### config.mk
export PLATFORM = sky130hd
export DESIGN_NAME = smith_number_test_unit
export DESIGN_NICKNAME = d
export VERILOG_FILES = /design/src/hw/rtl/snt_pkg.sv /design/src/hw/rtl/smith_number_test_unit.sv
export VERILOG_INCLUDE_DIRS = /design/src /design/src/hw/rtl
export SDC_FILE = /design/constraint.sdc
export NUM_CORES = 1
export LEC_CHECK = 0
export BUFFER_PORTS_ARGS = -buffer_cell sky130_fd_sc_hd__clkbuf_2
export CAP_MARGIN = 5
export CORE_ASPECT_RATIO = 1.2
export CORE_MARGIN = 4
export CORE_UTILIZATION = 59
export DETAILED_ROUTE_END_ITERATION = 10
export PLACE_DENSITY = 0.74
export SLEW_MARGIN = 10
export SYNTH_ARGS = -nofsm -noshare
export SYNTH_HDL_FRONTEND = slang
export SYNTH_SLANG_ARGS = --single-unit
### constraint.sdc
create_clock -name clk -period 6.5 [get_ports clk]
set_clock_uncertainty 0.2 [all_clocks]
set_input_delay 0.325 -clock clk [delete_from_list [all_inputs] [get_ports clk]]
set_output_delay 0.325 -clock clk [all_outputs]
set_load 0.01 [all_outputs]
### src/hw/rtl/assert_macros.svh
// Assertion macros shared by the RTL that carries concurrent checks.
// No dependencies; each file that asserts includes this header.
`ifndef ASSERT_MACROS_SVH
`define ASSERT_MACROS_SVH

// Property must hold at every rising edge outside reset.
`define ASSERT_CLK(label, prop, msg) \
  label: assert property (@(posedge clk) disable iff (!rst_n) (prop)) else $error(msg);

// Expression must never be true at a rising edge outside reset.
`define ASSERT_NEVER(label, expr, msg) \
  label: assert property (@(posedge clk) disable iff (!rst_n) !(expr)) else $error(msg);

`endif

### src/hw/rtl/snt_pkg.sv
// Package for the Smith number test unit: widths, limits and arithmetic constants.
// No dependencies.
package snt_pkg;

  localparam int NUMBER_WIDTH_DEF = 31;
  localparam int DIGIT_SUM_W      = 7;
  localparam int FACTOR_SUM_W     = 8;
  localparam int DIGIT_ACC_W      = 8;   // digit sum of a 63-bit value stays below 256
  localparam int FACTOR_CNT_W     = 2;

  localparam logic [DIGIT_SUM_W-1:0]  DIGIT_SUM_MAX  = 7'd127;
  localparam logic [FACTOR_SUM_W-1:0] FACTOR_SUM_MAX = 8'd255;
  localparam logic [FACTOR_CNT_W-1:0] FACTOR_CNT_SAT = 2'd2;

  localparam int DECIMAL_BASE   = 10;
  localparam int FIRST_DIVISOR  = 2;
  localparam int SECOND_DIVISOR = 3;
  localparam int ODD_STRIDE     = 2;

endpackage

### src/hw/rtl/smith_number_test_unit.sv
// Smith number test unit: divisions run one divide step a cycle. A number takes one
// division per decimal digit of the number, per trial division and per decimal digit of
// each prime factor before the result transfer; trials run over 2 and the odd divisors up
// to the square root of the cofactor.
// A new number is taken only once the last one is through; busy stays high until the result.
// Reset (rst_n low, synchronous) drops any number in flight; no result is left pending.
`include "assert_macros.svh"

module smith_number_test_unit #(
  parameter int NUMBER_WIDTH = snt_pkg::NUMBER_WIDTH_DEF
) (
  input  logic                              clk,
  input  logic                              rst_n,
  input  logic                              start,
  output logic                              busy,
  input  logic [NUMBER_WIDTH-1:0]           in_number,
  output logic                              out_valid,
  output logic                              out_is_smith,
  output logic                              out_is_composite,
  output logic [snt_pkg::DIGIT_SUM_W-1:0]   out_digit_sum,
  output logic [snt_pkg::FACTOR_SUM_W-1:0]  out_factor_digit_sum
);
  import snt_pkg::*;

  localparam int CNT_W = $clog2(NUMBER_WIDTH);
  localparam logic [CNT_W-1:0]        LAST_STEP = CNT_W'(NUMBER_WIDTH - 1);
  localparam logic [NUMBER_WIDTH-1:0] TEN       = NUMBER_WIDTH'(DECIMAL_BASE);
  localparam logic [NUMBER_WIDTH-1:0] ONE       = NUMBER_WIDTH'(1);
  localparam logic [NUMBER_WIDTH-1:0] DIV_FIRST = NUMBER_WIDTH'(FIRST_DIVISOR);
  localparam logic [NUMBER_WIDTH-1:0] DIV_THIRD = NUMBER_WIDTH'(SECOND_DIVISOR);
  localparam logic [NUMBER_WIDTH-1:0] DIV_STEP  = NUMBER_WIDTH'(ODD_STRIDE);

  // Sequencer phases:
  //   S_IDLE  wait for a start transfer
  //   S_DSUM  digit sum of the number by repeated division by ten
  //   S_TRIAL divide the cofactor by the current trial divisor
  //   S_FSUM  digit sum of a prime factor (divisor, or the final cofactor)
  //   S_DONE  present the result for one cycle
  typedef enum logic [4:0] {
    S_IDLE  = 5'b00001,
    S_DSUM  = 5'b00010,
    S_TRIAL = 5'b00100,
    S_FSUM  = 5'b01000,
    S_DONE  = 5'b10000
  } state_t;

  state_t                    state_r, state_nxt;
  logic [CNT_W-1:0]          cnt_r, cnt_nxt;      // divide step within a division
  logic [NUMBER_WIDTH-1:0]   rem_r, rem_nxt;      // partial remainder
  logic [NUMBER_WIDTH-1:0]   quo_r, quo_nxt;      // dividend shifting out, quotient shifting in
  logic [NUMBER_WIDTH-1:0]   dvs_r, dvs_nxt;      // divisor of the running division
  logic [NUMBER_WIDTH-1:0]   rest_r, rest_nxt;    // number, then remaining cofactor
  logic [NUMBER_WIDTH-1:0]   dvr_r, dvr_nxt;      // current trial divisor
  logic [DIGIT_ACC_W-1:0]    acc_r, acc_nxt;      // digit sum in progress
  logic [DIGIT_SUM_W-1:0]    dsum_r, dsum_nxt;
  logic [FACTOR_SUM_W-1:0]   fsum_r, fsum_nxt;
  logic [FACTOR_CNT_W-1:0]   fac_r, fac_nxt;      // prime factor count, saturating
  logic                      tail_r, tail_nxt;    // digit sum under way is the final cofactor

  // Shared restoring divider step.
  logic [NUMBER_WIDTH:0]     shifted;
  logic [NUMBER_WIDTH:0]     diff;
  logic                      fits;
  logic [NUMBER_WIDTH-1:0]   step_rem;
  logic [NUMBER_WIDTH-1:0]   step_quo;
  logic                      last_step;

  // Loading a new division.
  logic                      load_en;
  logic [NUMBER_WIDTH-1:0]   load_dividend;
  logic [NUMBER_WIDTH-1:0]   load_divisor;

  logic [DIGIT_ACC_W-1:0]    digit_add;
  logic [FACTOR_SUM_W:0]     fsum_add;
  logic [FACTOR_SUM_W-1:0]   fsum_sat;
  logic [DIGIT_SUM_W-1:0]    dsum_sat;

  always_comb begin
    shifted   = {rem_r, quo_r[NUMBER_WIDTH-1]};
    diff      = shifted - {1'b0, dvs_r};
    fits      = !diff[NUMBER_WIDTH];
    step_rem  = fits ? diff[NUMBER_WIDTH-1:0] : shifted[NUMBER_WIDTH-1:0];
    step_quo  = {quo_r[NUMBER_WIDTH-2:0], fits};
    last_step = (cnt_r == LAST_STEP);

    // A finished division by ten leaves a remainder below ten.
    digit_add = acc_r + DIGIT_ACC_W'(step_rem[3:0]);
    fsum_add  = {1'b0, fsum_r} + (FACTOR_SUM_W+1)'(digit_add);
    fsum_sat  = (fsum_add > (FACTOR_SUM_W+1)'(FACTOR_SUM_MAX)) ? FACTOR_SUM_MAX
                                                              : fsum_add[FACTOR_SUM_W-1:0];
    dsum_sat  = (digit_add > DIGIT_ACC_W'(DIGIT_SUM_MAX)) ? DIGIT_SUM_MAX
                                                          : digit_add[DIGIT_SUM_W-1:0];
  end

  always_comb begin
    state_nxt     = state_r;
    cnt_nxt       = cnt_r;
    rem_nxt       = rem_r;
    quo_nxt       = quo_r;
    dvs_nxt       = dvs_r;
    rest_nxt      = rest_r;
    dvr_nxt       = dvr_r;
    acc_nxt       = acc_r;
    dsum_nxt      = dsum_r;
    fsum_nxt      = fsum_r;
    fac_nxt       = fac_r;
    tail_nxt      = tail_r;
    load_en       = 1'b0;
    load_dividend = rest_r;
    load_divisor  = TEN;

    // Advance the running division by one quotient bit; wrap the step count after the last.
    if (state_r == S_DSUM || state_r == S_TRIAL || state_r == S_FSUM) begin
      rem_nxt = step_rem;
      quo_nxt = step_quo;
      cnt_nxt = last_step ? '0 : cnt_r + CNT_W'(1);
    end

    case (state_r)
      S_IDLE: begin
        if (start) begin
          rest_nxt      = in_number;
          acc_nxt       = '0;
          fsum_nxt      = '0;
          fac_nxt       = '0;
          tail_nxt      = 1'b0;
          load_en       = 1'b1;
          load_dividend = in_number;
          state_nxt     = S_DSUM;
        end
      end
      S_DSUM: begin
        if (last_step) begin
          if (step_quo != '0) begin
            acc_nxt       = digit_add;
            load_en       = 1'b1;
            load_dividend = step_quo;
          end else begin
            dsum_nxt = dsum_sat;
            if (rest_r > ONE) begin
              dvr_nxt       = DIV_FIRST;
              load_en       = 1'b1;
              load_divisor  = DIV_FIRST;
              state_nxt     = S_TRIAL;
            end else begin
              state_nxt = S_DONE;
            end
          end
        end
      end
      S_TRIAL: begin
        if (last_step) begin
          acc_nxt = '0;
          if (step_quo < dvr_r) begin
            // Divisor squared exceeds the cofactor: what is left is prime.
            tail_nxt  = 1'b1;
            load_en   = 1'b1;
            state_nxt = S_FSUM;
          end else if (step_rem == '0) begin
            rest_nxt      = step_quo;
            load_en       = 1'b1;
            load_dividend = dvr_r;
            state_nxt     = S_FSUM;
          end else begin
            // Try 2, then odd divisors only.
            dvr_nxt      = (dvr_r == DIV_FIRST) ? DIV_THIRD : dvr_r + DIV_STEP;
            load_en      = 1'b1;
            load_divisor = dvr_nxt;
          end
        end
      end
      S_FSUM: begin
        if (last_step) begin
          if (step_quo != '0) begin
            acc_nxt       = digit_add;
            load_en       = 1'b1;
            load_dividend = step_quo;
          end else begin
            fsum_nxt = fsum_sat;
            if (fac_r != FACTOR_CNT_SAT) begin
              fac_nxt = fac_r + FACTOR_CNT_W'(1);
            end
            if (tail_r || rest_r <= ONE) begin
              state_nxt = S_DONE;
            end else begin
              load_en      = 1'b1;
              load_divisor = dvr_r;
              state_nxt    = S_TRIAL;
            end
          end
        end
      end
      S_DONE: begin
        state_nxt = S_IDLE;
      end
      default: begin
        state_nxt = S_IDLE;
      end
    endcase

    // Start a fresh division: clear the remainder and the step count.
    if (load_en) begin
      quo_nxt = load_dividend;
      dvs_nxt = load_divisor;
      rem_nxt = '0;
      cnt_nxt = '0;
    end
  end

  always_ff @(posedge clk) begin
    if (!rst_n) begin
      state_r <= S_IDLE;
      cnt_r   <= '0;
      fac_r   <= '0;
      tail_r  <= 1'b0;
    end else begin
      state_r <= state_nxt;
      cnt_r   <= cnt_nxt;
      fac_r   <= fac_nxt;
      tail_r  <= tail_nxt;
    end
  end

  always_ff @(posedge clk) begin
    rem_r  <= rem_nxt;
    quo_r  <= quo_nxt;
    dvs_r  <= dvs_nxt;
    rest_r <= rest_nxt;
    dvr_r  <= dvr_nxt;
    acc_r  <= acc_nxt;
    dsum_r <= dsum_nxt;
    fsum_r <= fsum_nxt;
  end

  // Result transfer: one cycle in S_DONE, straight from the accumulators.
  assign busy                 = (state_r != S_IDLE);
  assign out_valid            = (state_r == S_DONE);
  assign out_is_composite     = (fac_r == FACTOR_CNT_SAT);
  assign out_is_smith         = out_is_composite && (fsum_r == {1'b0, dsum_r});
  assign out_digit_sum        = dsum_r;
  assign out_factor_digit_sum = fsum_r;

  `ASSERT_CLK(a_accept_goes_busy, start && !busy |=> busy && !out_valid, "accepted item did not start")
  `ASSERT_CLK(a_done_then_idle, out_valid |=> !busy, "result strobe longer than one cycle")
  `ASSERT_CLK(a_smith_is_composite, out_valid && out_is_smith |-> out_is_composite, "smith flag without composite")
  `ASSERT_CLK(a_trial_divisor_form, state_r == S_TRIAL |-> dvr_r[0] || dvr_r == DIV_FIRST, "even trial divisor above two")
  `ASSERT_NEVER(a_step_count_range, cnt_r > LAST_STEP, "divide step count out of range")

endmodule

=== Word-level counts from Yosys, hierarchy flattened ===
Cells that the tools add are included.
Widths: inputs -> output; s select.

* Flip-flop bits (word level): 191
* Input bits: 34
* Output and inout port bits: 19

* Add/subtract/negate cells: 6
* Magnitude comparators: 5
* Equality and inequality tests: 26
* Mux-type cells: 71
* Bitwise gates (word level): 2
* Reduce and logical (&&, ||, !) cells: 22

{| class="wikitable"
|+ Operator list
! operator !! number
|-
| $mux 31 || 25
|-
| $pmux 31 s3 || 2
|-
| $pmux 31 s2 || 2
|-
| $mux 8 || 7
|-
| $mux 5 || 11
|-
| $sub 32x31->32 || 1
|-
| $add 31x2->31 const B || 1
|-
| $eq 31x2->1 const B || 1
|-
| $gt 31x1->1 const B || 1
|-
| $le 31x1->1 const B || 1
|-
| $logic_not 31->1 || 1
|-
| $lt 31x31->1 || 1
|-
| $reduce_bool 31->1 || 1
|-
| $pmux 8 s3 || 1
|-
| $pmux 5 s4 || 1
|-
| $ne 2x2->1 const B || 9
|-
| $pmux 8 s2 || 1
|-
| $reduce_and 7->1 || 2
|-
| $mux 4 || 3
|-
| $ne 2x1->1 const B || 6
|-
| $reduce_and 4->1 || 3
|-
| $mux 1 || 11
|-
| $eq 5x5->1 const B || 2
|-
| $reduce_and 5->1 || 2
|-
| other kinds (26) || 36
|}

=== Logic depth before layout (Yosys ltp) ===
Gate-level depths: netlist of the first run.

* Word-level depth: 9
* Mapped depth: 29
* Gate-level depth less buffers: 26

=== Worst setup path before layout of the first run ===
Ideal clock, no wire load.

* Path type: reg-to-reg
* Start point: reg dvs_r[24]
* End point: reg fsum_r[0] (netlist: out_factor_digit_sum[0]), data pin
* Data arrival time: 5.264 ns
* Data required time: 6.028 ns
* Setup slack: 0.764 ns
* Cell stages (with the launch flop): 28
* Clock period less this slack: 5.736 ns
* Cell sequence: edfxtp_1 > inv_1 > ha_1 > buf_6 > and2_4 > and3_1 > a211o_1 > a2111oi_4 > and3_1 > or2_1 > buf_2 > clkbuf_1 > nand2_1 > o21ai_0 > ha_1 > inv_1 > fa_1 > xor2_1 > inv_1 > ha_1 > nor2b_1 > o21ai_0 > a21oi_1 > o21ai_0 > nand2b_1 > a21o_1 > a21oi_1 > a21oi_1

* Cells in the longest elaborated chain, start to end: 9

{| class="wikitable"
|+ RTL lines
! what !! line !! text
|-
| from (decl) || smith_number_test_unit.sv:51 || <nowiki>logic [NUMBER_WIDTH-1:0] dvs_r, dvs_nxt;</nowiki>
|-
| from (signal assigned) || smith_number_test_unit.sv:227 || <nowiki>dvs_r <= dvs_nxt;</nowiki>
|-
| $sub 32x31->32 || smith_number_test_unit.sv:80 || <nowiki>diff = shifted - {1'b0, dvs_r};</nowiki>
|-
| $mux 31 || smith_number_test_unit.sv:82 || <nowiki>step_rem = fits ? diff[NUMBER_WIDTH-1:0] : shifted[NUMBER_WIDTH-1:0];</nowiki>
|-
| named net step_rem[0] || smith_number_test_unit.sv:64 || <nowiki>logic [NUMBER_WIDTH-1:0] step_rem;</nowiki>
|-
| $add 8x4->8 || smith_number_test_unit.sv:87 || <nowiki>digit_add = acc_r + DIGIT_ACC_W'(step_rem[3:0]);</nowiki>
|-
| named net digit_add[2] || smith_number_test_unit.sv:73 || <nowiki>logic [DIGIT_ACC_W-1:0] digit_add;</nowiki>
|-
| $add 8x8->9 || smith_number_test_unit.sv:88 || <nowiki>fsum_add = {1'b0, fsum_r} + (FACTOR_SUM_W+1)'(digit_add);</nowiki>
|-
| $gt 9x8->1 || smith_number_test_unit.sv:89 || <nowiki>fsum_sat = (fsum_add > (FACTOR_SUM_W+1)'(FACTOR_SUM_MAX)) ? FACTOR_SUM_MAX</nowiki>
|-
| $mux 8 || smith_number_test_unit.sv:89 ||
|-
| $mux 8 || smith_number_test_unit.sv:174 || <nowiki>if (step_quo != '0) begin</nowiki>
|-
| $mux 8 || smith_number_test_unit.sv:173 || <nowiki>if (last_step) begin</nowiki>
|-
| $pmux 8 s2 || smith_number_test_unit.sv:119 || <nowiki>case (state_r)</nowiki>
|-
| to (signal assigned) || smith_number_test_unit.sv:232 || <nowiki>fsum_r <= fsum_nxt;</nowiki>
|-
| to (decl) || smith_number_test_unit.sv:56 || <nowiki>logic [FACTOR_SUM_W-1:0] fsum_r, fsum_nxt;</nowiki>
|}

The timed path passes the listed nets, and every way through them passes these cells. The select of a mux whose other input is x is not followed.
A chain may end at the register's enable or synchronous reset.

=== Final worst setup path of the first run ===
* Start point: reg rem_r[20]
* End point: reg fsum_r[1] (netlist: out_factor_digit_sum[1]), data pin

* Cells in the longest elaborated chain, start to end: 9

{| class="wikitable"
|+ RTL lines
! what !! line !! text
|-
| from (decl) || smith_number_test_unit.sv:49 || <nowiki>logic [NUMBER_WIDTH-1:0] rem_r, rem_nxt;</nowiki>
|-
| from (signal assigned) || smith_number_test_unit.sv:225 || <nowiki>rem_r <= rem_nxt;</nowiki>
|-
| $sub 32x31->32 || smith_number_test_unit.sv:80 ||
|-
| $mux 31 || smith_number_test_unit.sv:82 ||
|-
| named net step_rem[0] || smith_number_test_unit.sv:64 ||
|-
| $add 8x4->8 || smith_number_test_unit.sv:87 ||
|-
| named net digit_add[2] || smith_number_test_unit.sv:73 ||
|-
| $add 8x8->9 || smith_number_test_unit.sv:88 ||
|-
| $gt 9x8->1 || smith_number_test_unit.sv:89 ||
|-
| $mux 8 || smith_number_test_unit.sv:89 ||
|-
| $mux 8 || smith_number_test_unit.sv:174 ||
|-
| $mux 8 || smith_number_test_unit.sv:173 ||
|-
| $pmux 8 s2 || smith_number_test_unit.sv:119 ||
|}

The timed path passes the listed nets, and every way through them passes these cells. The select of a mux whose other input is x is not followed.

==> results of run 1 <==
==> worst reg2reg max path, cell delays in order (launching register included) <==
cell       delay, ns
dfxtp_1         0.44
ha_1            0.38
nand2_2         0.16
o21ai_0         0.14
a211o_1         0.40
a2111oi_4       0.47
a21oi_2         0.17
or2_1           0.31
o21ai_0         0.32
ha_1            0.24
inv_1           0.06
fa_1            0.40
xor2_1          0.24
inv_1           0.08
ha_1            0.31
nor2b_1         0.14
o21ai_0         0.23
a21oi_1         0.12
o21ai_0         0.16
nand2b_1        0.10
a21o_1          0.20
a21oi_2         0.31
a21oi_1         0.12
==> kinds of logic (layout without fill, tap and decap cells) <==
group	after synthesis	in the layout	share of synthesized area [%]
adders and majority gates	81	81	7.83
DFF	191	191	40.0
muxes	66	66	4.99
xor gates and xnor gates	57	57	3.77
AOI/OAI and AO/OA	409	409	21.3
and+or+nand+nor	462	462	16.9
buffers and inverters	168	199	5.13
==> worst paths after layout <==
| check | cells past startpoint | end | slack [ns] | from |
|---|---|---|---|---|
| worst max register to register | 22 | out_factor_digit_sum[1] | 0.54 | rem_r[20] |
| worst min-delay path | 3 | rest_r[26] | 0.06 | in_number[26] |
| worst min register to register | 2 | rem_r[20] | 0.32 | rem_r[19] |
| worst max-delay path | 22 | out_factor_digit_sum[1] | 0.54 | rem_r[20] |
==> final cells by class <==
class	instances	area, um2
tap	274	343
inverter	94	354
clock inverter	12	136
multi-input combinational	1075	7280
fill	1830	7580
timing repair buffer	74	428
sequential	191	5300
clock buffer	19	433
==> power breakdown <==
| part | internal, uW | switching (uW) |
|---|---|---|
| sequential | 1440 | 113 |
| clock | 567 | 486 |
| combinational | 364 | 584 |
| total | 2370 | 1180 |
==> flip-flops by register name, summed over array words and instances (netlist names), 5 cells and up <==
| signal | count |
|---|---|
| quo_r | 31 |
| dvr_r | 31 |
| dvs_r | 31 |
| rem_r | 31 |
| rest_r | 31 |
| acc_r | 8 |
| out_factor_digit_sum | 8 |
| state_r | 5 |
| out_digit_sum | 7 |
| cnt_r | 5 |
==> cells in the final DEF (no fill, tap or decap), types with 11 or more instances in the layout <==
master,n
mux2i_1,66
and3_1,18
o211ai_1,16
nor2_1,112
nor4_1,34
clkbuf_16,17
a22o_1,56
a211oi_1,13
or3_1,14
a22oi_1,34
nand2b_1,11
inv_1,93
nand3_1,27
xor2_1,17
nand4_1,20
a21o_1,32
xnor2_1,40
and2_1,12
o21a_1,14
o21ai_0,68
dfxtp_1,44
edfxtp_1,147
o21ai_1,36
nand2_1,137
a311oi_1,19
nor3_1,41
clkbuf_2,52
buf_4,21
ha_1,78
a21oi_1,64
==> routing by layer <==
| layer | wire (um) | GRT usage (%) | share of wire, % |
|---|---|---|---|
| met1 | 15500 | 40.0 | 43 |
| met2 | 18100 | 50.3 | 50 |
| met3 | 1830 | 4.20 | 5.0 |
| met4 | 945 | 9.25 | 2.6 |
| met5 | 0 | 0 | 0 |
==> stage by stage <==
stage	utilization, %	instance area (um2)
after global placement	62.7	13700
after global routing	65.3	14300
after detailed placement	62.7	13700
after floorplan	-	13200
final	65.3	14300
after CTS	65.3	14300
==> what timing repair did <==
action / CTS / global route
hold buffers: 1 / 0
setup endpoints to repair: 0 / 8
hold endpoints to repair: 1 / 0
resized for setup: 0 / 1
==> results_dict.tcl, run 1 <==
set metrics [dict create \
    outcome "finished clean" \
    cp-start-kind "register" \
    dp_cells 1707 \
    rsz0062_at_grt "no" \
    drt-initial-drc-count 919 \
    tritoncts "yes" \
    grt_pass1_wl_um 58900 \
    yosys.cell_count.top_type "edfxtp_1" \
    grt_max_degree 68 \
    arrival_ns 5.92 \
    final_layout_size_suffix_gt1_share_pct 8.46 \
    p_per_area_nw_per_um2 249 \
    nets 1568 \
    die_h_um 172 \
    htreeDepth 4 \
    routabilityCongestion 1.01 \
    synth_commonest_cells "edfxtp_1, nand2_1, nor2_1" \
    critPathMaxFanout 9 \
    fp.coreArea_um2 21900 \
    firstDrtPassIters 5 \
    synthTopCellsByArea "edfxtp_1, ha_1, dfxtp_1" \
    synth_cell_types 76 \
    start_util_pct 60.5 \
    grt_antenna_before_repair 0 \
    path_cells "ha_1 > nand2_2 > o21ai_0 > a211o_1 > a2111oi_4 > a21oi_2 > or2_1 > o21ai_0 > ha_1 > inv_1 > fa_1 > xor2_1 > inv_1 > ha_1 > nor2b_1 > o21ai_0 > a21oi_1 > o21ai_0 > nand2b_1 > a21o_1 > a21oi_2 > a21oi_1" \
    hold_class "input pin to register" \
    totalPowerFinal_uw 3560 \
    die_area_um2 24900 \
    slowest_stage "a2111oi_4" \
    critPathTopFamily "compound AO/OA/AOI/OAI gates" \
    critPathKind "register to register" \
    drv_slew 0 \
    viasPerCell 6.48 \
    synth_seq_cells 191 \
    clk_transition_reported_paths_ns 0.08 \
    path_buf_inv 2 \
    period_minus_slack_ns 5.96 \
    max_freq_mhz 168 \
    portBuffers 52 \
    cts_buffer_depth 2 \
    globalRouteTotalUtil_pct 29.8 \
    postCtsSetupRepairBufs 0 \
    clock_latency_ns 0.44 \
    wl_per_cell_um 20.9 \
    synthesis.instances 1434 \
    syn_nets 1549 \
    setup_viol 0 \
    ys_seq_area_share_pct 40.0 \
    overflow 0 \
    drt_wl_total_um 36400 \
    hold-worst-slack_ns 0.0588 \
    stdcell_count 1739 \
    cp-end-kind "register" \
    drc 0 \
    slew-limit-headroom_pct 23.0 \
    place_worst_setup_slack_ns 0.369 \
    synth_edf_count 147 \
    ios 53 \
    std_cell_rows 59 \
    cts_buffers 17 \
    avgSynthCellArea_um2 9.23 \
    ys_warn_count 0 \
    worstPathRequired_ns 6.46 \
    dpl.hpwl_um 26900 \
    cts_root_buf "clkbuf_16" \
    hold_viol 0 \
    crit_top_cell "o21ai_0" \
    finalCritPeriodShare_pct 91.7 \
    worstMarginPinSlew_ns 1.15 \
    leakage_uw 0.00601 \
    antenna_cells 0 \
    peakVddDrop_mv 0.197 \
    synth_top_cell_area_share_pct 33.4 \
    final.setup.worst_slack_ns 0.540 \
    clock_sinks 191 \
    netlist_area_um2 13200 \
    max_stage_delay_ns 0.47 \
    die_w_um 145 \
    postSynth.asyncResetShare_pct 0 \
    num_vias 11277 \
    area_growth_pct 7.89 \
    tns_ns 0 \
    yosysTopAreaCell "edfxtp_1" \
    grt_pass1_vias 10924 \
    drtAntennaViolNets 0 \
    yosys_most_used_dff "edfxtp_1" \
    max-cap-violations 0 \
]
No activity file was read; power rests on OpenSTA's default activity.
==> inputs of run 2 (changes only) <==
==> constraint.sdc (replaced) <==
create_clock -name clk -period 7.37 [get_ports clk]
set_clock_uncertainty 0.2 [all_clocks]
set_input_delay 0.3685 -clock clk [delete_from_list [all_inputs] [get_ports clk]]
set_output_delay 0.3685 -clock clk [all_outputs]
set_load 0.005 [all_outputs]
==> results_dict.tcl, run 2 (same netlist as run 1, synthesis figures left out) <==
set metrics [dict create \
    outcome "finished clean" \
    dpl.hpwl_um 26600 \
    swShare_pct 34.3 \
    postCtsSetupRepairBufs 0 \
    area_growth_pct 7.36 \
    cp-start-kind "register" \
    hold_depth 2 \
    layout_common_cells "edfxtp_1, nand2_1, nor2_1" \
    worstReg2RegEnd "out_factor_digit_sum[4]" \
    p_int_uw 2030 \
    die_area_um2 24900 \
    slowest_stage "a21oi_1" \
    clk_transition_reported_paths_ns 0.07 \
    htreeDepth 4 \
    ff2ff_path_depth 22 \
    max_stage_delay_ns 0.47 \
    max_freq_mhz 164 \
    routabilityCongestion 0.976 \
    fp.coreArea_um2 21900 \
    std_cell_rows 59 \
    finalCritPeriodShare_pct 82.9 \
    arrival_ns 6.07 \
    ctsHoldBuffers 0 \
    num_vias 11333 \
    path_cells "ha_1 > a21oi_1 > o21ai_0 > a211o_1 > a2111oi_4 > a21oi_2 > or2_1 > o21ai_0 > ha_1 > inv_1 > fa_1 > xor2_1 > inv_1 > ha_1 > nor2b_1 > o21ai_0 > a21oi_1 > o21ai_0 > nand2b_1 > a21o_1 > a21oi_1 > a21oi_1" \
    power_frac_seq_pct 44.4 \
    power_switching_uw 1060 \
    clock_sinks 191 \
    clkPwrFrac_pct 28.8 \
    leakage_uw 0.00598 \
    globalRouteMet2Util_pct 50.9 \
    grt_pass1_vias 10798 \
    r2r_setup_slack_ns 1.26 \
    rsz0062_at_grt "no" \
    globalRouteTotalUtil_pct 29.7 \
    whs_endpoint "state_r[0]" \
    slew-limit-headroom_pct 20.8 \
    peakVddDrop_mv 0.181 \
    wl_per_cell_um 20.9 \
    drc 0 \
    p_per_area_nw_per_um2 217 \
    hold_viol 0 \
    viasPerCell 6.53 \
    cp-end-kind "register" \
    drt_wl_total_um 36300 \
    met3_usage_pct 3.35 \
    drtAntennaViolNets 0 \
    hp-start "rst_n" \
    gr-usage-met1_pct 39.4 \
    start_util_pct 60.5 \
    period_minus_slack_ns 6.11 \
    final_common_cell "edfxtp_1" \
    max-cap-violations 0 \
    portBuffers 52 \
    nets 1563 \
    die_w_um 145 \
    tns_ns 0 \
    setup_viol 0 \
    top_usage_layer "met2" \
    hold_class "input pin to register" \
    post_cts_resized 0 \
    grt_antenna_before_repair 0 \
    final_util_pct 65.0 \
    drv_slew 0 \
    fill_cells 1812 \
    final_layout_size_suffix_gt1_share_pct 8.21 \
    cts_buffer_depth 2 \
    critPathMaxFanout 8 \
    worstMarginPinSlew_ns 1.19 \
    ios 53 \
    worstPathRequired_ns 7.33 \
    grt_max_degree 67 \
    drt-initial-drc-count 1014 \
    overflow 0 \
    die_h_um 172 \
    clock_latency_ns 0.45 \
    crit_start "rem_r[19]" \
    cts_root_buf "clkbuf_16" \
    reg2reg_from "rem_r[19]" \
    comb_power_share_pct 26.8 \
    tritoncts "yes" \
    cts_buffers 17 \
    grt_pass1_wl_um 58300 \
    firstDrtPassIters 5 \
    critPathKind "register to register" \
]
[run 2: cell types whose count changed in the layout (fill, tap and decap cells not counted), sizes merged]
cell,previous run,this run
buf,21,17
diode,0,1
inv,95,99
clkinv,3,4
bufinv,2,0
clkinvlp,6,4
dlygate4sd3,1,0
[run 2: cell type report]
| type | count | area (um2) | area share [%] |
|---|---|---|---|
| antenna | 1 | 2.50 | 0.0176 |
| clock buffer | 19 | 433 | 3.05 |
| clock inverter | 13 | 108 | 0.758 |
| inverter | 94 | 354 | 2.49 |
| multi-input combinational | 1075 | 7280 | 51.3 |
| sequential | 191 | 5300 | 37.3 |
| tap | 274 | 343 | 2.41 |
| timing repair buffer | 69 | 388 | 2.73 |
[run 2: stage by stage]
step / instance area [um2] / setup WS [ns] / power [uW] / hold slack (ns) / instances
finish: 14200 / 1.26 / 3080 / 0.0191 / 1736
global route: 14200 / 0.758 / 3240 / 0.0351 / 1735
CTS: 14200 / 1.32 / 3090 / 0.0173 / 1735
detailed placement: 13700 / 1.33 / 2200 / 0.312 / 1703
global placement: 13700 / 1.55 / 2190 / 0.304 / 1703
floorplan: 13200 / 1.63 / 1960 / 0.262 / 1434
[run 2: critical path: cells and delay by family (launching register included)]
kind / cells / cell delay [ns]
AO/OA/AOI/OAI: 12 / 2.96
XOR/XNOR: 1 / 0.29
adder cells (fa/ha/maj): 4 / 1.33
buffers and inverters: 2 / 0.13
flip-flops: 1 / 0.35
AND/OR/NAND/NOR: 3 / 0.55
[run 2: power groups by stage]
stage                     Clock (uW)  Sequential, uW  Combinational [uW]
after floorplan                    0            1350                 610
after global placement             0            1390                 804
after detailed placement           0            1390                 812
after CTS                        901            1370                 819
after global routing             944            1380                 913
final                            889            1370                 825
[run 2: worst max path at each step]
stage | cells past startpoint | end | slack [ns]
3_3_place_gp | 22 | out_factor_digit_sum[1] | 1.55
3_5_place_dp | 22 | out_factor_digit_sum[1] | 1.33
2_1_floorplan | 27 | out_factor_digit_sum[0] | 1.63
6_report | 22 | out_factor_digit_sum[4] | 1.26
4_1_cts | 22 | out_factor_digit_sum[4] | 1.32
5_1_grt | 23 | out_factor_digit_sum[1] | 0.76
[run 2: per-layer routing]
layer,vias up,wire length [um]
li1,5394,-
met3,67,1980
met2,434,18100
met4,0,910
met5,-,0
met1,5438,15300
==> inputs of run 3 (changes only) <==
==> constraint.sdc (replaced) <==
create_clock -name clk -period 6.2 [get_ports clk]
set_clock_uncertainty 0.2 [all_clocks]
set_input_delay 0.31 -clock clk [delete_from_list [all_inputs] [get_ports clk]]
set_output_delay 0.31 -clock clk [all_outputs]
set_load 0.005 [all_outputs]
==> results_dict.tcl, run 3 (same netlist as run 1, synthesis figures left out) <==
set metrics [dict create \
    die_h_um 172 \
    firstDrtPassIters 6 \
    clock_sinks 191 \
    drv_slew 0 \
    fill_cells 1834 \
    cts_buffer_depth 2 \
    path_cells "inv_1 > ha_1 > nand4_1 > nor3_1 > nand2_1 > a211o_1 > and3_2 > or2_1 > o21ai_1 > ha_1 > inv_1 > fa_1 > xor2_2 > inv_1 > ha_1 > nor2b_1 > o21ai_0 > a21oi_1 > o21ai_0 > nand2b_1 > a21o_1 > a21oi_4 > a21oi_1" \
    leakage_uw 0.00605 \
    critPathKind "register to register" \
    grt_max_degree 68 \
    clk_transition_reported_paths_ns 0.08 \
    finalCritPeriodShare_pct 93.1 \
    worstMarginPinSlew_ns 1.16 \
    cp-end-kind "register" \
    std_cell_rows 59 \
    drc 0 \
    p_per_area_nw_per_um2 263 \
    drt-initial-drc-count 1169 \
    slew-limit-headroom_pct 22.2 \
    die_w_um 145 \
    drtAntennaViolNets 0 \
    nets 1567 \
    peakVddDrop_mv 0.200 \
    die_area_um2 24900 \
    cts_root_buf "clkbuf_16" \
    setup_viol 0 \
    viasPerCell 6.55 \
    overflow 0 \
    drt_wl_total_um 36200 \
    arrival_ns 5.73 \
    max-cap-violations 0 \
    multi_input_area_um2 7320 \
    start_util_pct 60.5 \
    rsz0062_at_grt "no" \
    max_stage_delay_ns 0.47 \
    grt_antenna_before_repair 0 \
    routabilityCongestion 0.971 \
    cp-start-kind "register" \
    path_buf_inv 3 \
    wl_per_cell_um 20.8 \
    hold_viol 0 \
    worstPathRequired_ns 6.16 \
    fp.coreArea_um2 21900 \
    area_growth_pct 8.37 \
    globalRouteTotalUtil_pct 29.6 \
    final_layout_size_suffix_gt1_share_pct 8.81 \
    final_util_pct 65.6 \
    slowest_stage "ha_1" \
    period_minus_slack_ns 5.77 \
    num_vias 11386 \
    final_common_cell "edfxtp_1" \
    grt_pass1_wl_um 58400 \
    dpl.hpwl_um 26400 \
    totalPowerFinal_uw 3760 \
    max_freq_mhz 173 \
    grt_pass1_vias 11090 \
    portBuffers 52 \
    regArea_um2 5300 \
    antenna_cells 0 \
    critPathMaxFanout 12 \
    clock_latency_ns 0.45 \
    critPathTopFamily "compound AO/OA/AOI/OAI gates" \
    layout_common_cells "edfxtp_1, nand2_1, nor2_1" \
    outcome "finished clean" \
    tns_ns 0 \
    tritoncts "yes" \
    cts_buffers 17 \
    ios 53 \
    htreeDepth 4 \
    hold_class "input pin to register" \
]
[run 3: worst register-to-register path: stages (launching register included)]
cell and delay (ns):
edfxtp_1 0.32, inv_1 0.04, ha_1 0.47, nand4_1 0.17, nor3_1 0.43, nand2_1 0.16
a211o_1 0.32, and3_2 0.27, or2_1 0.28, o21ai_1 0.23, ha_1 0.21, inv_1 0.05
fa_1 0.42, xor2_2 0.22, inv_1 0.07, ha_1 0.32, nor2b_1 0.14, o21ai_0 0.20
a21oi_1 0.11, o21ai_0 0.17, nand2b_1 0.11, a21o_1 0.22, a21oi_4 0.26, a21oi_1 0.11
[run 3: per-layer routing]
layer / part of all wire, % / global-route usage, %
met3: 5.5 / 3.32
met5: 0 / 0
met4: 3.0 / 11.6
met2: 50 / 50.0
met1: 42 / 38.8
[run 3: report_power, final]
part / total (uW) / switching, uW / internal, uW
logic: 1000 / 611 / 389
clock network: 1140 / 552 / 584
registers: 1630 / 117 / 1510
[run 3: cell type report]
| type | instances | share of cell area (%) |
|---|---|---|
| multi-input combinational | 1075 | 51.0 |
| tap | 274 | 2.39 |
| timing repair buffer | 73 | 3.10 |
| inverter | 94 | 2.47 |
| clock buffer | 19 | 3.09 |
| clock inverter | 13 | 0.995 |
| sequential | 191 | 36.9 |
[run 3: worst paths after layout]
check        depth (start not counted)     startpoint                       to  slack, ns
max                                 23      dvs_r[23]  out_factor_digit_sum[1]       0.43
min                                  3  in_number[29]               rest_r[29]       0.04
max reg2reg                         23      dvs_r[23]  out_factor_digit_sum[1]       0.43
min reg2reg                          2       rem_r[5]                 rem_r[6]       0.32
[run 3: metrics by stage]
stage / hold slack (ns) / instance area (um2) / setup slack, ns / cells
5_1_grt: 0.0622 / 14300 / 0.00981 / 1739
4_1_cts: 0.0270 / 14300 / 0.0154 / 1737
6_report: 0.0394 / 14300 / 0.429 / 1739
2_1_floorplan: 0.262 / 13200 / 0.464 / 1434
3_5_place_dp: 0.312 / 13700 / 0.0462 / 1704
3_3_place_gp: 0.305 / 13700 / 0.243 / 1704
[run 3: timing repair]
item | in CTS | in global routing
endpoints found under the setup margin | 0 | 8
setup buffers | 0 | 1
hold buffers | 1 | 0
endpoints found under the hold margin | 1 | 0
gates resized for setup | 0 | 9
